**src/rtl/core/jtl_pkg.sv**
```systemverilog
// Package for the JSON token lexer: token kinds, error codes, scanner modes
// and the result record. No dependencies.
package jtl_pkg;

    typedef enum logic [3:0] {
        K_LBRACE = 4'd0, K_RBRACE = 4'd1, K_LBRACK = 4'd2, K_RBRACK = 4'd3,
        K_COLON = 4'd4, K_COMMA = 4'd5, K_STRING = 4'd6, K_ESTRING = 4'd7,
        K_BOOL = 4'd8, K_NULL = 4'd9, K_INT = 4'd10, K_DOUBLE = 4'd11,
        K_END = 4'd12
    } t_kind;

    typedef enum logic [3:0] {
        E_NONE = 4'd0, E_TOKEN = 4'd1, E_USTR = 4'd2, E_UESC = 4'd3,
        E_ESC = 4'd4, E_UNI = 4'd5, E_CTRL = 4'd6, E_UTF8 = 4'd7,
        E_LIT = 4'd8, E_NUM = 4'd9, E_LZERO = 4'd10
    } t_err;

    typedef enum logic [4:0] {
        M_IDLE, M_STR, M_ESC, M_HEX, M_UTF, M_LIT, M_NSIGN, M_NZERO,
        M_NINT, M_NFRAC0, M_NFRAC, M_NEXP0, M_NEXPSIGN, M_NEXP
    } t_mode;

    // One result as it leaves the block.
    typedef struct packed {
        logic [3:0]  kind;
        logic [31:0] toff;
        logic [31:0] tlen;
        logic [3:0]  err;
        logic [31:0] eoff;
    } t_res;

    localparam int RES_BITS = $bits(t_res);

    // Literal letters: true, false, null.
    function automatic logic [7:0] lit_char(input logic [1:0] sel, input logic [2:0] idx);
        logic [7:0] c;
        c = 8'h00;
        case (sel)
            2'd0: case (idx)
                3'd0: c = "t"; 3'd1: c = "r"; 3'd2: c = "u"; 3'd3: c = "e";
                default: c = 8'h00;
            endcase
            2'd1: case (idx)
                3'd0: c = "f"; 3'd1: c = "a"; 3'd2: c = "l"; 3'd3: c = "s";
                3'd4: c = "e";
                default: c = 8'h00;
            endcase
            default: case (idx)
                3'd0: c = "n"; 3'd1: c = "u"; 3'd2: c = "l"; 3'd3: c = "l";
                default: c = 8'h00;
            endcase
        endcase
        return c;
    endfunction

endpackage

```
**src/rtl/core/jtl_out_buf.sv**
```systemverilog
// Three-entry result queue between the scanner and the output stream.
// Depends on jtl_pkg.
module jtl_out_buf (
    input  logic          i_clk,
    input  logic          i_rst_n,
    input  logic          i_push,
    input  logic [1:0]    i_cnt,
    input  jtl_pkg::t_res i_res0,
    input  jtl_pkg::t_res i_res1,
    output logic          o_space,
    output logic          o_valid,
    input  logic          i_ready,
    output jtl_pkg::t_res o_res,
    output logic          o_last
);
    import jtl_pkg::*;

    // Each entry carries its last flag; the scanner pushes one or two at once.
    t_res       r_e0, r_e1, r_e2;
    logic       r_l0, r_l1, r_l2;
    logic [1:0] r_n;
    t_res       n_e0, n_e1, n_e2;
    logic       n_l0, n_l1, n_l2;
    logic [1:0] n_n, v_n;
    logic       pop;

    assign o_valid = r_n != 2'd0;
    assign o_res   = r_e0;
    assign o_last  = r_l0;
    assign pop     = o_valid && i_ready;
    // Accept only while two slots are sure to be free after this cycle.
    assign o_space = (r_n <= 2'd1);

    always_comb begin
        n_e0 = r_e0; n_e1 = r_e1; n_e2 = r_e2;
        n_l0 = r_l0; n_l1 = r_l1; n_l2 = r_l2;
        v_n  = r_n;
        if (pop) begin
            n_e0 = r_e1; n_l0 = r_l1;
            n_e1 = r_e2; n_l1 = r_l2;
            v_n  = r_n - 2'd1;
        end
        if (i_push && i_cnt != 2'd0) begin
            case (v_n)
                2'd0: begin
                    n_e0 = i_res0; n_l0 = (i_cnt == 2'd1);
                    n_e1 = i_res1; n_l1 = 1'b1;
                end
                default: begin
                    n_e1 = i_res0; n_l1 = (i_cnt == 2'd1);
                    n_e2 = i_res1; n_l2 = 1'b1;
                end
            endcase
        end
        n_n = v_n + (i_push ? i_cnt : 2'd0);
    end

    always_ff @(posedge i_clk) begin
        if (!i_rst_n) begin
            r_n <= 2'd0;
        end else begin
            r_n <= n_n;
        end
        r_e0 <= n_e0; r_e1 <= n_e1; r_e2 <= n_e2;
        r_l0 <= n_l0; r_l1 <= n_l1; r_l2 <= n_l2;
    end
endmodule

```
**src/rtl/core/jtl_scanner.sv**
```systemverilog
// Scanner state and next-state logic: one byte or end mark per cycle, while i_step
// is high, gives up to two results. Depends on jtl_pkg.
module jtl_scanner #(
    parameter int OFFSET_BITS = 32
) (
    input  logic          i_clk,
    input  logic          i_rst_n,
    input  logic          i_step,
    input  logic [7:0]    i_byte,
    input  logic          i_eos,
    output logic [1:0]    o_cnt,
    output jtl_pkg::t_res o_res0,
    output jtl_pkg::t_res o_res1
);
    import jtl_pkg::*;

    localparam int OB = OFFSET_BITS;

    t_mode          r_mode, n_mode;
    logic [OB-1:0]  r_pos, r_start, n_start;
    logic [2:0]     r_sub, n_sub;
    logic [20:0]    r_acc, n_acc;
    logic [1:0]     r_mcls, n_mcls, r_lsel, n_lsel;
    logic           r_esc, n_esc, r_dbl, n_dbl, r_halt, n_halt;

    logic [7:0]     c;
    logic [OB-1:0]  pos;
    logic           dig, hex, ws;
    logic [20:0]    cp;
    logic [20:0]    umin;
    logic [2:0]     llen;
    logic [2:0]     subp;
    logic           tail_n;

    function automatic t_res tok(input t_kind k, input logic [OB-1:0] o,
                                 input logic [OB-1:0] l);
        t_res r;
        r = '0;
        r.kind = k;
        r.toff = 32'(o);
        r.tlen = 32'(l);
        return r;
    endfunction

    function automatic t_res erres(input t_err e, input logic [OB-1:0] o);
        t_res r;
        r = '0;
        r.err  = e;
        r.eoff = 32'(o);
        return r;
    endfunction

    assign c    = i_byte;
    assign pos  = r_pos;
    assign dig  = c >= "0" && c <= "9";
    assign hex  = dig || (c >= "a" && c <= "f") || (c >= "A" && c <= "F");
    assign ws   = c == " " || c == 8'h09 || c == 8'h0A || c == 8'h0D;
    assign cp   = {r_acc[14:0], c[5:0]};
    assign llen = (r_lsel == 2'd1) ? 3'd5 : 3'd4;
    assign subp = r_sub + 3'd1;
    always_comb begin
        case (r_mcls)
            2'd1: umin = 21'h80;
            2'd2: umin = 21'h800;
            2'd3: umin = 21'h10000;
            default: umin = 21'h0;
        endcase
    end

    // Results are collected into two slots; slot 0 fills first.
    t_res  s0, s1;
    logic [1:0] cnt;

    always_comb begin
        n_mode = r_mode; n_start = r_start; n_sub = r_sub; n_acc = r_acc;
        n_mcls = r_mcls; n_lsel = r_lsel; n_esc = r_esc; n_dbl = r_dbl;
        n_halt = r_halt;
        s0 = '0; s1 = '0; cnt = 2'd0;
        tail_n = 1'b0;
        if (i_eos) begin
            case (r_mode)
                M_STR: begin n_halt = 1'b1; s0 = erres(E_USTR, pos); cnt = 2'd1; end
                M_ESC: begin n_halt = 1'b1; s0 = erres(E_UESC, pos); cnt = 2'd1; end
                M_HEX: begin n_halt = 1'b1; s0 = erres(E_UNI, pos); cnt = 2'd1; end
                M_UTF: begin n_halt = 1'b1; s0 = erres(E_UTF8, pos); cnt = 2'd1; end
                M_LIT: begin n_halt = 1'b1; s0 = erres(E_LIT, pos); cnt = 2'd1; end
                M_NSIGN, M_NFRAC0, M_NEXP0, M_NEXPSIGN: begin
                    n_halt = 1'b1; s0 = erres(E_NUM, r_start); cnt = 2'd1;
                end
                M_NZERO, M_NINT, M_NFRAC, M_NEXP: begin
                    s0 = tok(r_dbl ? K_DOUBLE : K_INT, r_start, pos - r_start);
                    s1 = tok(K_END, pos, '0);
                    cnt = 2'd2;
                end
                default: begin s0 = tok(K_END, pos, '0); cnt = 2'd1; end
            endcase
            n_mode = M_IDLE;
        end else begin
            case (r_mode)
                M_STR: begin
                    if (c == 8'h22) begin
                        n_mode = M_IDLE;
                        s0 = tok(r_esc ? K_ESTRING : K_STRING, r_start,
                                 pos - r_start - OB'(1));
                        cnt = 2'd1;
                    end else if (c == 8'h5C) begin
                        n_esc = 1'b1; n_mode = M_ESC;
                    end else if (c < 8'h20) begin
                        n_halt = 1'b1; n_mode = M_IDLE; s0 = erres(E_CTRL, pos); cnt = 2'd1;
                    end else if (c[7]) begin
                        if ((c & 8'hE0) == 8'hC0) begin
                            n_sub = 3'd1; n_acc = {16'd0, c[4:0]}; n_mcls = 2'd1;
                            n_mode = M_UTF;
                        end else if ((c & 8'hF0) == 8'hE0) begin
                            n_sub = 3'd2; n_acc = {17'd0, c[3:0]}; n_mcls = 2'd2;
                            n_mode = M_UTF;
                        end else if ((c & 8'hF8) == 8'hF0) begin
                            n_sub = 3'd3; n_acc = {18'd0, c[2:0]}; n_mcls = 2'd3;
                            n_mode = M_UTF;
                        end else begin
                            n_halt = 1'b1; n_mode = M_IDLE;
                            s0 = erres(E_UTF8, pos); cnt = 2'd1;
                        end
                    end
                end
                M_ESC: begin
                    if (c == 8'h22 || c == 8'h5C || c == "/" || c == "b" || c == "f" ||
                        c == "n" || c == "r" || c == "t") begin
                        n_mode = M_STR;
                    end else if (c == "u") begin
                        n_sub = 3'd4; n_mode = M_HEX;
                    end else begin
                        n_halt = 1'b1; n_mode = M_IDLE; s0 = erres(E_ESC, pos); cnt = 2'd1;
                    end
                end
                M_HEX: begin
                    if (!hex) begin
                        n_halt = 1'b1; n_mode = M_IDLE; s0 = erres(E_UNI, pos); cnt = 2'd1;
                    end else begin
                        n_sub = r_sub - 3'd1;
                        if (r_sub == 3'd1) n_mode = M_STR;
                    end
                end
                M_UTF: begin
                    if (c[7:6] != 2'b10) begin
                        n_halt = 1'b1; n_mode = M_IDLE; s0 = erres(E_UTF8, pos); cnt = 2'd1;
                    end else begin
                        n_acc = cp;
                        n_sub = r_sub - 3'd1;
                        if (r_sub == 3'd1) begin
                            if (cp < umin || cp > 21'h10FFFF ||
                                (cp >= 21'hD800 && cp <= 21'hDFFF)) begin
                                n_halt = 1'b1; n_mode = M_IDLE;
                                s0 = erres(E_UTF8, pos - OB'(r_mcls)); cnt = 2'd1;
                            end else begin
                                n_mode = M_STR;
                            end
                        end
                    end
                end
                M_LIT: begin
                    if (c != lit_char(r_lsel, r_sub)) begin
                        n_halt = 1'b1; n_mode = M_IDLE; s0 = erres(E_LIT, pos); cnt = 2'd1;
                    end else begin
                        n_sub = subp;
                        if (subp >= llen) begin
                            n_mode = M_IDLE;
                            s0 = tok(r_lsel[1] ? K_NULL : K_BOOL, r_start, OB'(llen));
                            cnt = 2'd1;
                        end
                    end
                end
                M_NSIGN: begin
                    if (c == "0") n_mode = M_NZERO;
                    else if (dig) n_mode = M_NINT;
                    else begin
                        n_halt = 1'b1; n_mode = M_IDLE; s0 = erres(E_NUM, r_start); cnt = 2'd1;
                    end
                end
                M_NZERO: begin
                    if (dig) begin
                        n_halt = 1'b1; n_mode = M_IDLE; s0 = erres(E_LZERO, r_start);
                        cnt = 2'd1;
                    end else tail_n = 1'b1;
                end
                M_NINT, M_NFRAC, M_NEXP: begin
                    if (!dig) tail_n = 1'b1;
                end
                M_NFRAC0: begin
                    if (!dig) begin
                        n_halt = 1'b1; n_mode = M_IDLE; s0 = erres(E_NUM, r_start); cnt = 2'd1;
                    end else n_mode = M_NFRAC;
                end
                M_NEXP0: begin
                    if (c == "+" || c == "-") n_mode = M_NEXPSIGN;
                    else if (dig) n_mode = M_NEXP;
                    else begin
                        n_halt = 1'b1; n_mode = M_IDLE; s0 = erres(E_NUM, r_start); cnt = 2'd1;
                    end
                end
                M_NEXPSIGN: begin
                    if (!dig) begin
                        n_halt = 1'b1; n_mode = M_IDLE; s0 = erres(E_NUM, r_start); cnt = 2'd1;
                    end else n_mode = M_NEXP;
                end
                default: begin
                    n_mode = M_IDLE;
                    if (ws) begin
                    end else if (c == "{") begin s0 = tok(K_LBRACE, pos, OB'(1)); cnt = 2'd1; end
                    else if (c == "}") begin s0 = tok(K_RBRACE, pos, OB'(1)); cnt = 2'd1; end
                    else if (c == "[") begin s0 = tok(K_LBRACK, pos, OB'(1)); cnt = 2'd1; end
                    else if (c == "]") begin s0 = tok(K_RBRACK, pos, OB'(1)); cnt = 2'd1; end
                    else if (c == ":") begin s0 = tok(K_COLON, pos, OB'(1)); cnt = 2'd1; end
                    else if (c == ",") begin s0 = tok(K_COMMA, pos, OB'(1)); cnt = 2'd1; end
                    else begin
                        n_start = pos;
                        if (c == 8'h22) begin
                            n_esc = 1'b0; n_mode = M_STR;
                        end else if (c == "t" || c == "f" || c == "n") begin
                            n_lsel = (c == "t") ? 2'd0 : ((c == "f") ? 2'd1 : 2'd2);
                            n_sub = 3'd1; n_mode = M_LIT;
                        end else if (c == "-" || dig) begin
                            n_dbl = 1'b0;
                            n_mode = (c == "-") ? M_NSIGN : ((c == "0") ? M_NZERO : M_NINT);
                        end else begin
                            n_halt = 1'b1; s0 = erres(E_TOKEN, pos); cnt = 2'd1;
                        end
                    end
                end
            endcase
            // The byte after a number's digits: extend, end the number, or fail.
            if (tail_n) begin
                if (c == "." && r_mode != M_NFRAC && r_mode != M_NEXP) begin
                    n_dbl = 1'b1; n_mode = M_NFRAC0;
                end else if ((c == "e" || c == "E") && r_mode != M_NEXP) begin
                    n_dbl = 1'b1; n_mode = M_NEXP0;
                end else if (ws || c == "," || c == "]" || c == "}") begin
                    n_mode = M_IDLE;
                    s0 = tok(r_dbl ? K_DOUBLE : K_INT, r_start, pos - r_start);
                    cnt = 2'd1;
                    if (!ws) begin
                        s1 = tok((c == ",") ? K_COMMA : ((c == "]") ? K_RBRACK : K_RBRACE),
                                 pos, OB'(1));
                        cnt = 2'd2;
                    end
                end else begin
                    n_halt = 1'b1; n_mode = M_IDLE; s0 = erres(E_NUM, pos); cnt = 2'd1;
                end
            end
        end
        if (r_halt) cnt = 2'd0;
    end

    assign o_cnt  = (i_step) ? cnt : 2'd0;
    assign o_res0 = s0;
    assign o_res1 = s1;

    always_ff @(posedge i_clk) begin
        if (!i_rst_n) begin
            r_mode <= M_IDLE; r_pos <= '0; r_start <= '0; r_sub <= '0;
            r_acc <= '0; r_mcls <= '0; r_lsel <= '0; r_esc <= 1'b0;
            r_dbl <= 1'b0; r_halt <= 1'b0;
        end else if (i_step && !r_halt) begin
            r_mode <= n_mode; r_start <= n_start; r_sub <= n_sub; r_acc <= n_acc;
            r_mcls <= n_mcls; r_lsel <= n_lsel; r_esc <= n_esc; r_dbl <= n_dbl;
            r_halt <= n_halt;
            if (!i_eos) r_pos <= r_pos + OB'(1);
        end
    end
endmodule

```
**src/rtl/core/json_token_lexer_unit.sv**
```systemverilog
// Top level of the JSON token lexer: input register, scanner and result queue.
// Depends on jtl_pkg, jtl_scanner and jtl_out_buf.
//
//  channel  | direction | tdata                          | tuser / tlast
//  s_axis   | in        | data_byte                      | tuser: end_of_stream
//  m_axis   | out       | kind, offsets, lengths, error  | tlast: last_of_run
//
// One byte per cycle while the queue has room. A transfer is registered in
// the input register, scanned once the queue has room, and its one or two
// results land in a three-entry queue. Input stalls only while the queue holds
// two or more results; a byte that gives two results can hold input back even
// when the output never stalls. Reset clears the scanner and empties the queue.
// After an error the block takes bytes but gives nothing until reset.
module json_token_lexer_unit #(
    parameter int OFFSET_BITS = 32
) (
    input  logic         i_clk,
    input  logic         i_rst_n,
    input  logic         s_axis_tvalid,
    output logic         s_axis_tready,
    input  logic [7:0]   s_axis_tdata,   // [7:0] data_byte
    input  logic         s_axis_tuser,   // [0] end_of_stream
    output logic         m_axis_tvalid,
    input  logic         m_axis_tready,
    // [3:0] token_kind, [35:4] tok_offset, [67:36] token_length,
    // [71:68] error_code, [103:72] error_offset
    output logic [103:0] m_axis_tdata,
    output logic         m_axis_tlast
);
    import jtl_pkg::*;

    logic       r_v, r_eos;
    logic [7:0] r_byte;
    logic       space;
    logic [1:0] cnt;
    t_res       res0, res1, ores;

    // The input register empties whenever the queue has room for two results.
    assign s_axis_tready = !r_v || space;

    always_ff @(posedge i_clk) begin
        if (!i_rst_n) begin
            r_v <= 1'b0;
        end else if (s_axis_tready) begin
            r_v <= s_axis_tvalid;
        end
        if (s_axis_tready && s_axis_tvalid) begin
            r_byte <= s_axis_tdata;
            r_eos  <= s_axis_tuser;
        end
    end

    jtl_scanner #(.OFFSET_BITS(OFFSET_BITS)) u_scan (
        .i_clk(i_clk), .i_rst_n(i_rst_n), .i_step(r_v && space),
        .i_byte(r_byte), .i_eos(r_eos), .o_cnt(cnt), .o_res0(res0), .o_res1(res1)
    );

    jtl_out_buf u_obuf (
        .i_clk(i_clk), .i_rst_n(i_rst_n), .i_push(r_v && space), .i_cnt(cnt),
        .i_res0(res0), .i_res1(res1), .o_space(space), .o_valid(m_axis_tvalid),
        .i_ready(m_axis_tready), .o_res(ores), .o_last(m_axis_tlast)
    );

    assign m_axis_tdata = {ores.eoff, ores.err, ores.tlen, ores.toff, ores.kind};
endmodule
```
**config.mk**
```make
export PLATFORM = sky130hd
export DESIGN_NAME = json_token_lexer_unit
export DESIGN_NICKNAME = d
export VERILOG_FILES = /design/src/rtl/core/jtl_pkg.sv /design/src/rtl/core/jtl_out_buf.sv /design/src/rtl/core/jtl_scanner.sv /design/src/rtl/core/json_token_lexer_unit.sv
export SDC_FILE = /design/constraint.sdc
export NUM_CORES = 1
export LEC_CHECK = 0
export BUFFER_PORTS_ARGS = -buffer_cell sky130_fd_sc_hd__buf_2
export CAP_MARGIN = 20
export CORE_ASPECT_RATIO = 1.4
export CORE_MARGIN = 2
export CORE_UTILIZATION = 40
export CTS_BUF_LIST = sky130_fd_sc_hd__clkbuf_8 sky130_fd_sc_hd__clkbuf_16
export DETAILED_ROUTE_END_ITERATION = 16
export GPL_TIMING_DRIVEN = 0
export SLEW_MARGIN = 10
export SYNTH_ARGS = -nofsm -noshare
export SYNTH_HDL_FRONTEND = slang
export SYNTH_SLANG_ARGS = --single-unit
```
**constraint.sdc**
```tcl
create_clock -name i_clk -period 19.3 [get_ports i_clk]
set_clock_uncertainty 0.15 [all_clocks]
set_input_delay 2.895 -clock i_clk [delete_from_list [all_inputs] [get_ports i_clk]]
set_output_delay 2.895 -clock i_clk [all_outputs]
set_load 0.005 [all_outputs]
```
==> impl_results.md, run 1 <==
- Number of enable flip-flop cells after synthesis: 150
- Total nets after synthesis: 2660
- Commonest cells after routing, fill and taps aside: nand2_1 (252), a21oi_1 (240), nor2_1 (234)
- Final cell count without fillers: 3520
- Post-layout nets: 2831
- Largest vdd supply drop: 0.00006999 V
- Startpoint of the most critical register-to-register path: r_byte[4]
- CTS tree: yes
- Cell Area, Synth: 21880 um^2
- Flop-to-flop setup slack: 13420 ps
- Placeable core area: 54210 um^2
- Placed Cells: 3449
- Antenna-violating nets left: 0
- Fraction of synthesized cell area taken by the top area cell type: 0.2058
- Syn avg cell area: 8.423 um^2
- Sequential area share after synthesis: 0.3897
- Number of design-rule violations left by the first detailed-router iteration: 2067
- Most Frequent Cell on Critical Path: clkbuf_1
- Busiest grt layer: met2
- Number of synthesized register bits: 351
- H-tree depth: 2
- DRC violation count after routing: 0
- Number of stages on the worst hold path: 2
- Width of the chip: 201.7 um
- First-pass GRT wire length: 137600 um
- Clock latency on the worst-skew pair: 560 ps
- Area overhead of the layout relative to synthesis: 13.41%
- Routability congestion estimate: 1.001
- Class of the tightest hold or removal check: reg2reg
- Count of vias placed by the detailed router: 21.66k
- Number of buffers inserted during clock tree synthesis: 37
- Worst path max stage delay: 960 ps
- Share of synthesized flip-flops with an asynchronous set or reset: 0
- Initial standard-cell utilization of the core: 0.4037
- Result of the run: complete, no violations
- Cell type with the largest total area after synthesis: edfxtp_1
- Kind of end point of the critical path: register
- Critical path class: in2reg
- Areal power density over the cells: 107.5 nW/um^2
- Highest fanout seen on the critical path: 10
- Endpoint with the worst hold slack: u_scan.r_acc[13]
- # hold bufs at CTS: 0
- Remaining Overflow, GRT: 0
- Arrival time reported for the critical path endpoint: 7100 ps
- Total Neg Setup Slack: 0 ps
- Post-CTS Repair Setup Buffers: 0
- Die Y: 280.8 um
- Area enclosed by the die boundary: 56620 um^2
- Sinks on Clock Net: 351
- Minimum clock period after layout: 6808 ps
- Worst hold path startpoint: u_scan.r_acc[13]
- Count of fill cells added during filler insertion: 5429
- Pins over their slew limit: 0
- CTS resizes: 0
- Cells after synthesis: 2598
- Worst path bufs/invs: 5
- Maximum number of pins on one net before global-route repair: 36
- Endpoints failing setup: 0
- Kind of cell adding the most delay to the critical path: buffers and inverters
- Capture point of the worst reg-to-reg path: u_obuf.o_res[96]
- Nature of the critical path startpoint: input port
- Buffers added on ports: 119
- Fraction of final layout cells sized beyond drive strength 1: 0.09149
- Distinct cell type count of the synthesized netlist: 91
- DP HPWL: 74410 um
- Critical-path top delay cell: clkbuf_1
- Data required time of the worst path: 19590 ps
- Final WL: 94050 um
- RSZ-0062 raised after global routing: no
- Total count of hold-check failures in the final report: 0
- Max capacitance violation total: 0
- Worst-case headroom to the max-slew limit: 0.1761
- Global routing met3 resource utilization: 0.03513
- Leading post-synthesis cells by cell area: edfxtp_1 (21%), dfxtp_1 (18%), a21oi_1 (5.5%)
- Yosys synthesis warning count: 0
- Total track usage: 0.3264
- Clock root cell: clkbuf_16
- Wire per inst: 26.72 um
- Critical Path, Cell by Cell: buf_2 > inv_1 > nor2_1 > clkbuf_1 > clkbuf_1 > clkbuf_1 > xnor2_1 > ha_1 > xnor2_1 > nand3_1 > and3b_1
- Worst r2r path cells: 13
- Number of global-route vias before repair: 21.07k
- Antenna violations before repair: 1
- Max Buffers Root-to-Sink: 3
- Worst-Margin Slew: 1236 ps
- Fraction of the cycle the final worst path needs: 0.3528
- Site row count: 101
- M2 GR Usage: 0.5719
- Ports: 120
- Global-route met1 utilization: 0.3615
- Leakage dissipation: 9.059 nW
- Ys flop type: dfxtp_1
- Register clock-pin slew on the reported worst setup and hold paths: 60 ps
- First-pass iteration count of the detailed router: 6
- Commonest non-fill, non-tap cell in the layout: nand2_1
- Highest clock frequency the design can meet: 146.9 MHz
- Average via count per standard cell: 6.154
[registers in the layout, summed over array words and instances (netlist names), 3 cells and up]
signal and count:
u_obuf.o_res 104, u_obuf.r_e1 104, u_obuf.r_e2 36, u_scan.pos 32, u_scan.r_start 32, u_scan.r_acc 15
r_byte 8, u_scan.r_mode 4, u_scan.r_sub 3
[area by class of cell]
cell class / count / area (um^2) / area share
well taps: 721 / 902.1 / 0.03635
clock buffers: 44 / 1045 / 0.04210
flip-flops and latches: 351 / 8528 / 0.3436
clock inverters: 24 / 157.7 / 0.006352
diodes: 1 / 2.502 / 0.0001008
inverters: 68 / 256.5 / 0.01033
plain buffers: 216 / 870.8 / 0.03509
repair buffers: 132 / 792.0 / 0.03191
multi-input cells: 1963 / 12260 / 0.4942
[worst min-delay path: cells and delay by family (launching register included)]
kind / cells / cell delay [ps]
AND/OR/NAND/NOR: 1 / 80
flip-flops: 1 / 320
AO/OA/AOI/OAI: 1 / 70
[cells by family after synthesis]
family,synth area share
compound gates,0.2657
buf+inv,0.05146
flops,0.3897
fa+ha+maj,0.02870
xor+xnor,0.03602
mux,0.01738
simple gates,0.2110
[power breakdown]
part	internal [mW]	total, mW	switching, mW
registers	0.980	1.07	0.0849
clock network	0.402	0.715	0.313
logic	0.346	0.888	0.541
total	1.73	2.67	0.939
[metal layers]
metal	wire length [um]	vias to the layer above
li1	-	9989
met3	4759	231
met1	34400	10570
met5	0	-
met4	8172	0
met2	46720	870
[worst max-delay path by stage]
stage	from	to	depth (start not counted)
5_1_grt	m_axis_tready	u_obuf.r_n[1]	11
4_1_cts	m_axis_tready	u_obuf.r_n[1]	11
3_5_place_dp	m_axis_tready	u_obuf.r_n[1]	11
2_1_floorplan	m_axis_tready	u_obuf.r_e1[0]	2
6_report	m_axis_tready	u_obuf.r_n[1]	11
3_3_place_gp	m_axis_tready	u_obuf.r_e1[69]	3
[Yosys cell counts (all sizes together), types with 22 or more instances]
library cell / count
a211oi: 136
a21o: 49
a21oi: 242
a222oi: 48
a22o: 34
a22oi: 58
and2: 55
buf: 43
clkbuf: 173
dfxtp: 201
edfxtp: 150
ha: 47
inv: 66
mux2i: 29
nand2: 252
nand3: 53
nor2: 236
nor2b: 105
nor3: 66
nor4: 22
o211ai: 26
o21ai: 107
or3: 36
xnor2: 31
xor2: 59
[per-stage QoR]
stage | hold slack (ps) | setup slack [ps] | utilization | instance area, um^2 | power (mW)
floorplan | 305.0 | 8138 | - | 21880 | 1.597
global placement | 331.3 | 3058 | 0.4313 | 23380 | 1.953
detailed placement | 339.8 | 11990 | 0.4353 | 23600 | 1.960
CTS | 348.5 | 12550 | 0.4575 | 24800 | 2.681
global route | 358.2 | 12480 | 0.4578 | 24820 | 2.807
finish | 351.6 | 12490 | 0.4578 | 24820 | 2.668
(Power assumes the default switching activity.)
==> run 2: changes to the inputs <==
--- a/config.mk
+++ b/config.mk
@@ -5,6 +5,7 @@
 export SDC_FILE = /design/constraint.sdc
 export NUM_CORES = 1
 export LEC_CHECK = 0
+export ABC_AREA = 1
 export BUFFER_PORTS_ARGS = -buffer_cell sky130_fd_sc_hd__buf_2
 export CAP_MARGIN = 20
 export CORE_ASPECT_RATIO = 1.4
==> constraint.sdc (replaced) <==
create_clock -name i_clk -period 6.8 [get_ports i_clk]
set_clock_uncertainty 0.15 [all_clocks]
set_input_delay 1.02 -clock i_clk [delete_from_list [all_inputs] [get_ports i_clk]]
set_output_delay 1.02 -clock i_clk [all_outputs]
set_load 0.005 [all_outputs]
==> run 2 against run 1 <==
  * Sequential power rose to 2.9 times the previous value
  * Largest power group is now combinational cells
  * Clock power rose to 3.1 times the previous value
  * Non-clock buffer count fell by 71
  * Hold slack got worse by 50 ps
  * Global-route usage fell by 1.1 points
  * Core utilization fell by 0.48 points
  * First-iteration DRC count rose by 1.2%
  * Critical endpoint is now u_obuf.r_e1[39]
  * Final cell count rose by 24%
  * Setup slack got worse by 11000 ps
  * Synthesized cell count rose by 32%
==> impl_results.md, run 2 <==
- Result of the run: complete, no violations
- Areal power density over the cells: 362.0 nW/um^2
- Clock root cell: clkbuf_16
- Max capacitance violation total: 0
- Total track usage: 0.3152
- Fraction of final layout cells sized beyond drive strength 1: 0.1183
- Area overhead of the layout relative to synthesis: 12.33%
- Cell type with the largest total area after synthesis: edfxtp_1
- Maximum number of pins on one net before global-route repair: 57
- CTS tree: yes
- Ports: 120
- Remaining Overflow, GRT: 0
- Register clock-pin slew on the reported worst setup and hold paths: 60 ps
- Antenna violations before repair: 0
- Site row count: 105
- Nature of the critical path startpoint: register
- Data required time of the worst path: 6900 ps
- Leading post-synthesis cells by cell area: edfxtp_1 (19%), nand2_1 (18%), dfxtp_1 (17%)
- Ys flop type: dfxtp_1
- Pins over their slew limit: 0
- Placeable core area: 58460 um^2
- Width of the chip: 209.2 um
- Highest fanout seen on the critical path: 56
- Cell Area, Synth: 23580 um^2
- Count of vias placed by the detailed router: 23.93k
- Commonest non-fill, non-tap cell in the layout: nand2_1
- Multi-input combinational cell area: 12870 um^2
- Post-layout nets: 3657
- # hold bufs at CTS: 0
- Initial standard-cell utilization of the core: 0.4033
- DP HPWL: 78390 um
- Worst-case headroom to the max-slew limit: 0.2155
- Critical path class: reg2reg
- Endpoints failing setup: 0
- Number of synthesized register bits: 351
- Kind of end point of the critical path: register
- Minimum clock period after layout: 4881 ps
- First-pass iteration count of the detailed router: 6
- Total count of hold-check failures in the final report: 0
- Pre-CTS WS: 2069 ps
- Fraction of synthesized cell area taken by the top area cell type: 0.1911
- Highest clock frequency the design can meet: 204.9 MHz
- Worst-Margin Slew: 1174 ps
- Buffers added on ports: 119
- Number of buffers inserted during clock tree synthesis: 39
- PnR Total Power: 9.586 mW
- Total nets after synthesis: 3494
- Fraction of the cycle the final worst path needs: 0.7177
- Share of synthesized flip-flops with an asynchronous set or reset: 0
- First-pass GRT wire length: 143500 um
- Max Buffers Root-to-Sink: 3
- Yosys synthesis warning count: 0
- Area enclosed by the die boundary: 60920 um^2
- Antenna-violating nets left: 0
- CTS resizes: 0
- Cells after synthesis: 3432
- Average via count per standard cell: 5.466
- Die Y: 291.3 um
- Wire per inst: 22.38 um
- Sequential area share after synthesis: 0.3617
- Area of all sequential standard cells: 8528 um^2
- Number of enable flip-flop cells after synthesis: 150
- Clock latency on the worst-skew pair: 590 ps
- RSZ-0062 raised after global routing: no
- Arrival time reported for the critical path endpoint: 4980 ps
- Number of design-rule violations left by the first detailed-router iteration: 2091
- Distinct cell type count of the synthesized netlist: 61
- Post-CTS Repair Setup Buffers: 0
- Commonest cells after routing, fill and taps aside: nand2_1 (1109), inv_1 (355), nor2_1 (338)
- Syn avg cell area: 6.869 um^2
- Sinks on Clock Net: 351
- H-tree depth: 2
- Leakage dissipation: 11.93 nW
- Count of fill cells added during filler insertion: 6204
- Routability congestion estimate: 1.030
- Final critical-path setup slack: 1919 ps
- DRC violation count after routing: 0
- Final-layout worst hold slack: 301.7 ps
- Class of the tightest hold or removal check: reg2reg
- Cell types with the highest counts after synthesis: nand2_1 (1110), inv_1 (347), nor2_1 (338), dfxtp_1 (201), nand3_1 (157)
- Number of global-route vias before repair: 22.52k
- Most repeated cell in the gate-level netlist after synthesis: nand2_1
- Final WL: 97950 um
- Largest vdd supply drop: 0.0002258 V
==> run 2: cell count changes in the layout (fill, tap and decap cells not counted), moves of 89 or more <==
cell	change
a211oi_1	-126
a21oi_1	-89
inv_1	+282
mux2_2	+97
nand2_1	+857
nand3_1	+105
nor2_1	+104
nor2b_1	-105
==> run 2: critical path, stage by stage (launching register included) <==
cell      delay [ps]
edfxtp_1         520
nor2_2           200
nand3_1          200
nor3_1           720
nor3_1           230
inv_2            150
nand2_1           90
nand2_1           90
inv_2            100
nor2_1           360
inv_1            110
nand2_2          120
buf_6            160
inv_4             40
buf_6            130
buf_6            150
nand2_4          570
buf_16           340
==> run 2: cell families (layout without fill, tap and decap cells) <==
family | after synthesis | count (layout) | share of synthesized area
AO/OA/AOI/OAI | 470 | 470 | 0.1116
adder cells (fa/ha/maj) | 49 | 49 | 0.02664
AND/OR/NAND/NOR | 1822 | 1822 | 0.3226
flip-flops | 351 | 351 | 0.3617
XOR/XNOR | 64 | 64 | 0.02489
other | 0 | 2 | 0
multiplexers | 128 | 128 | 0.05992
buffers and inverters | 548 | 742 | 0.09267
==> run 2: report_power, final <==
part	switching [mW]	internal, mW	leakage [nW]	total, mW
Combinational	2.95	1.33	8.17	4.28
Clock	0.980	1.21	0.668	2.19
Sequential	0.246	2.87	3.10	3.11
Total	4.17	5.41	11.9	9.59
==> run 2: area by class of cell <==
type,instances,area share
inverters,393,0.05580
diodes,2,0.0001890
clock inverters,26,0.007512
clock buffers,46,0.04177
plain buffers,155,0.02669
flip-flops and latches,351,0.3220
well taps,749,0.03539
repair buffers,122,0.02466
multi-input cells,2533,0.4860
==> run 2: worst paths after layout <==
kind                                        end  slack, ps          from  cells after the start
worst max-delay path            u_obuf.r_e1[39]       1920     r_byte[6]                     17
worst min-delay path               u_scan.r_esc        300  u_scan.r_esc                      2
worst max register to register  u_obuf.r_e1[39]       1920     r_byte[6]                     17
worst min register to register     u_scan.r_esc        300  u_scan.r_esc                      2
==> run 2: metal layers <==
metal  vias to the layer above  routed length, um  global-route usage
met5                         -                  0                   0
met2                       957              45040              0.5220
met1                     11130              39720              0.3882
li1                      11560                  -                   -
met4                         0               7285              0.2070
met3                       273               5900             0.03420
==> run 2: per-stage QoR <==
| step | std cells | cell area, um^2 | util | TNS [ps] |
|---|---|---|---|---|
| 6_report | 4377 | 26480 | 0.4530 | 0 |
| 5_1_grt | 4375 | 26480 | 0.4529 | 0 |
| 4_1_cts | 4375 | 26480 | 0.4529 | 0 |
| 3_5_place_dp | 4303 | 25170 | 0.4306 | 0 |
| 3_3_place_gp | 4300 | 25110 | 0.4295 | -99360 |
| 2_1_floorplan | 3432 | 23580 | - | 0 |
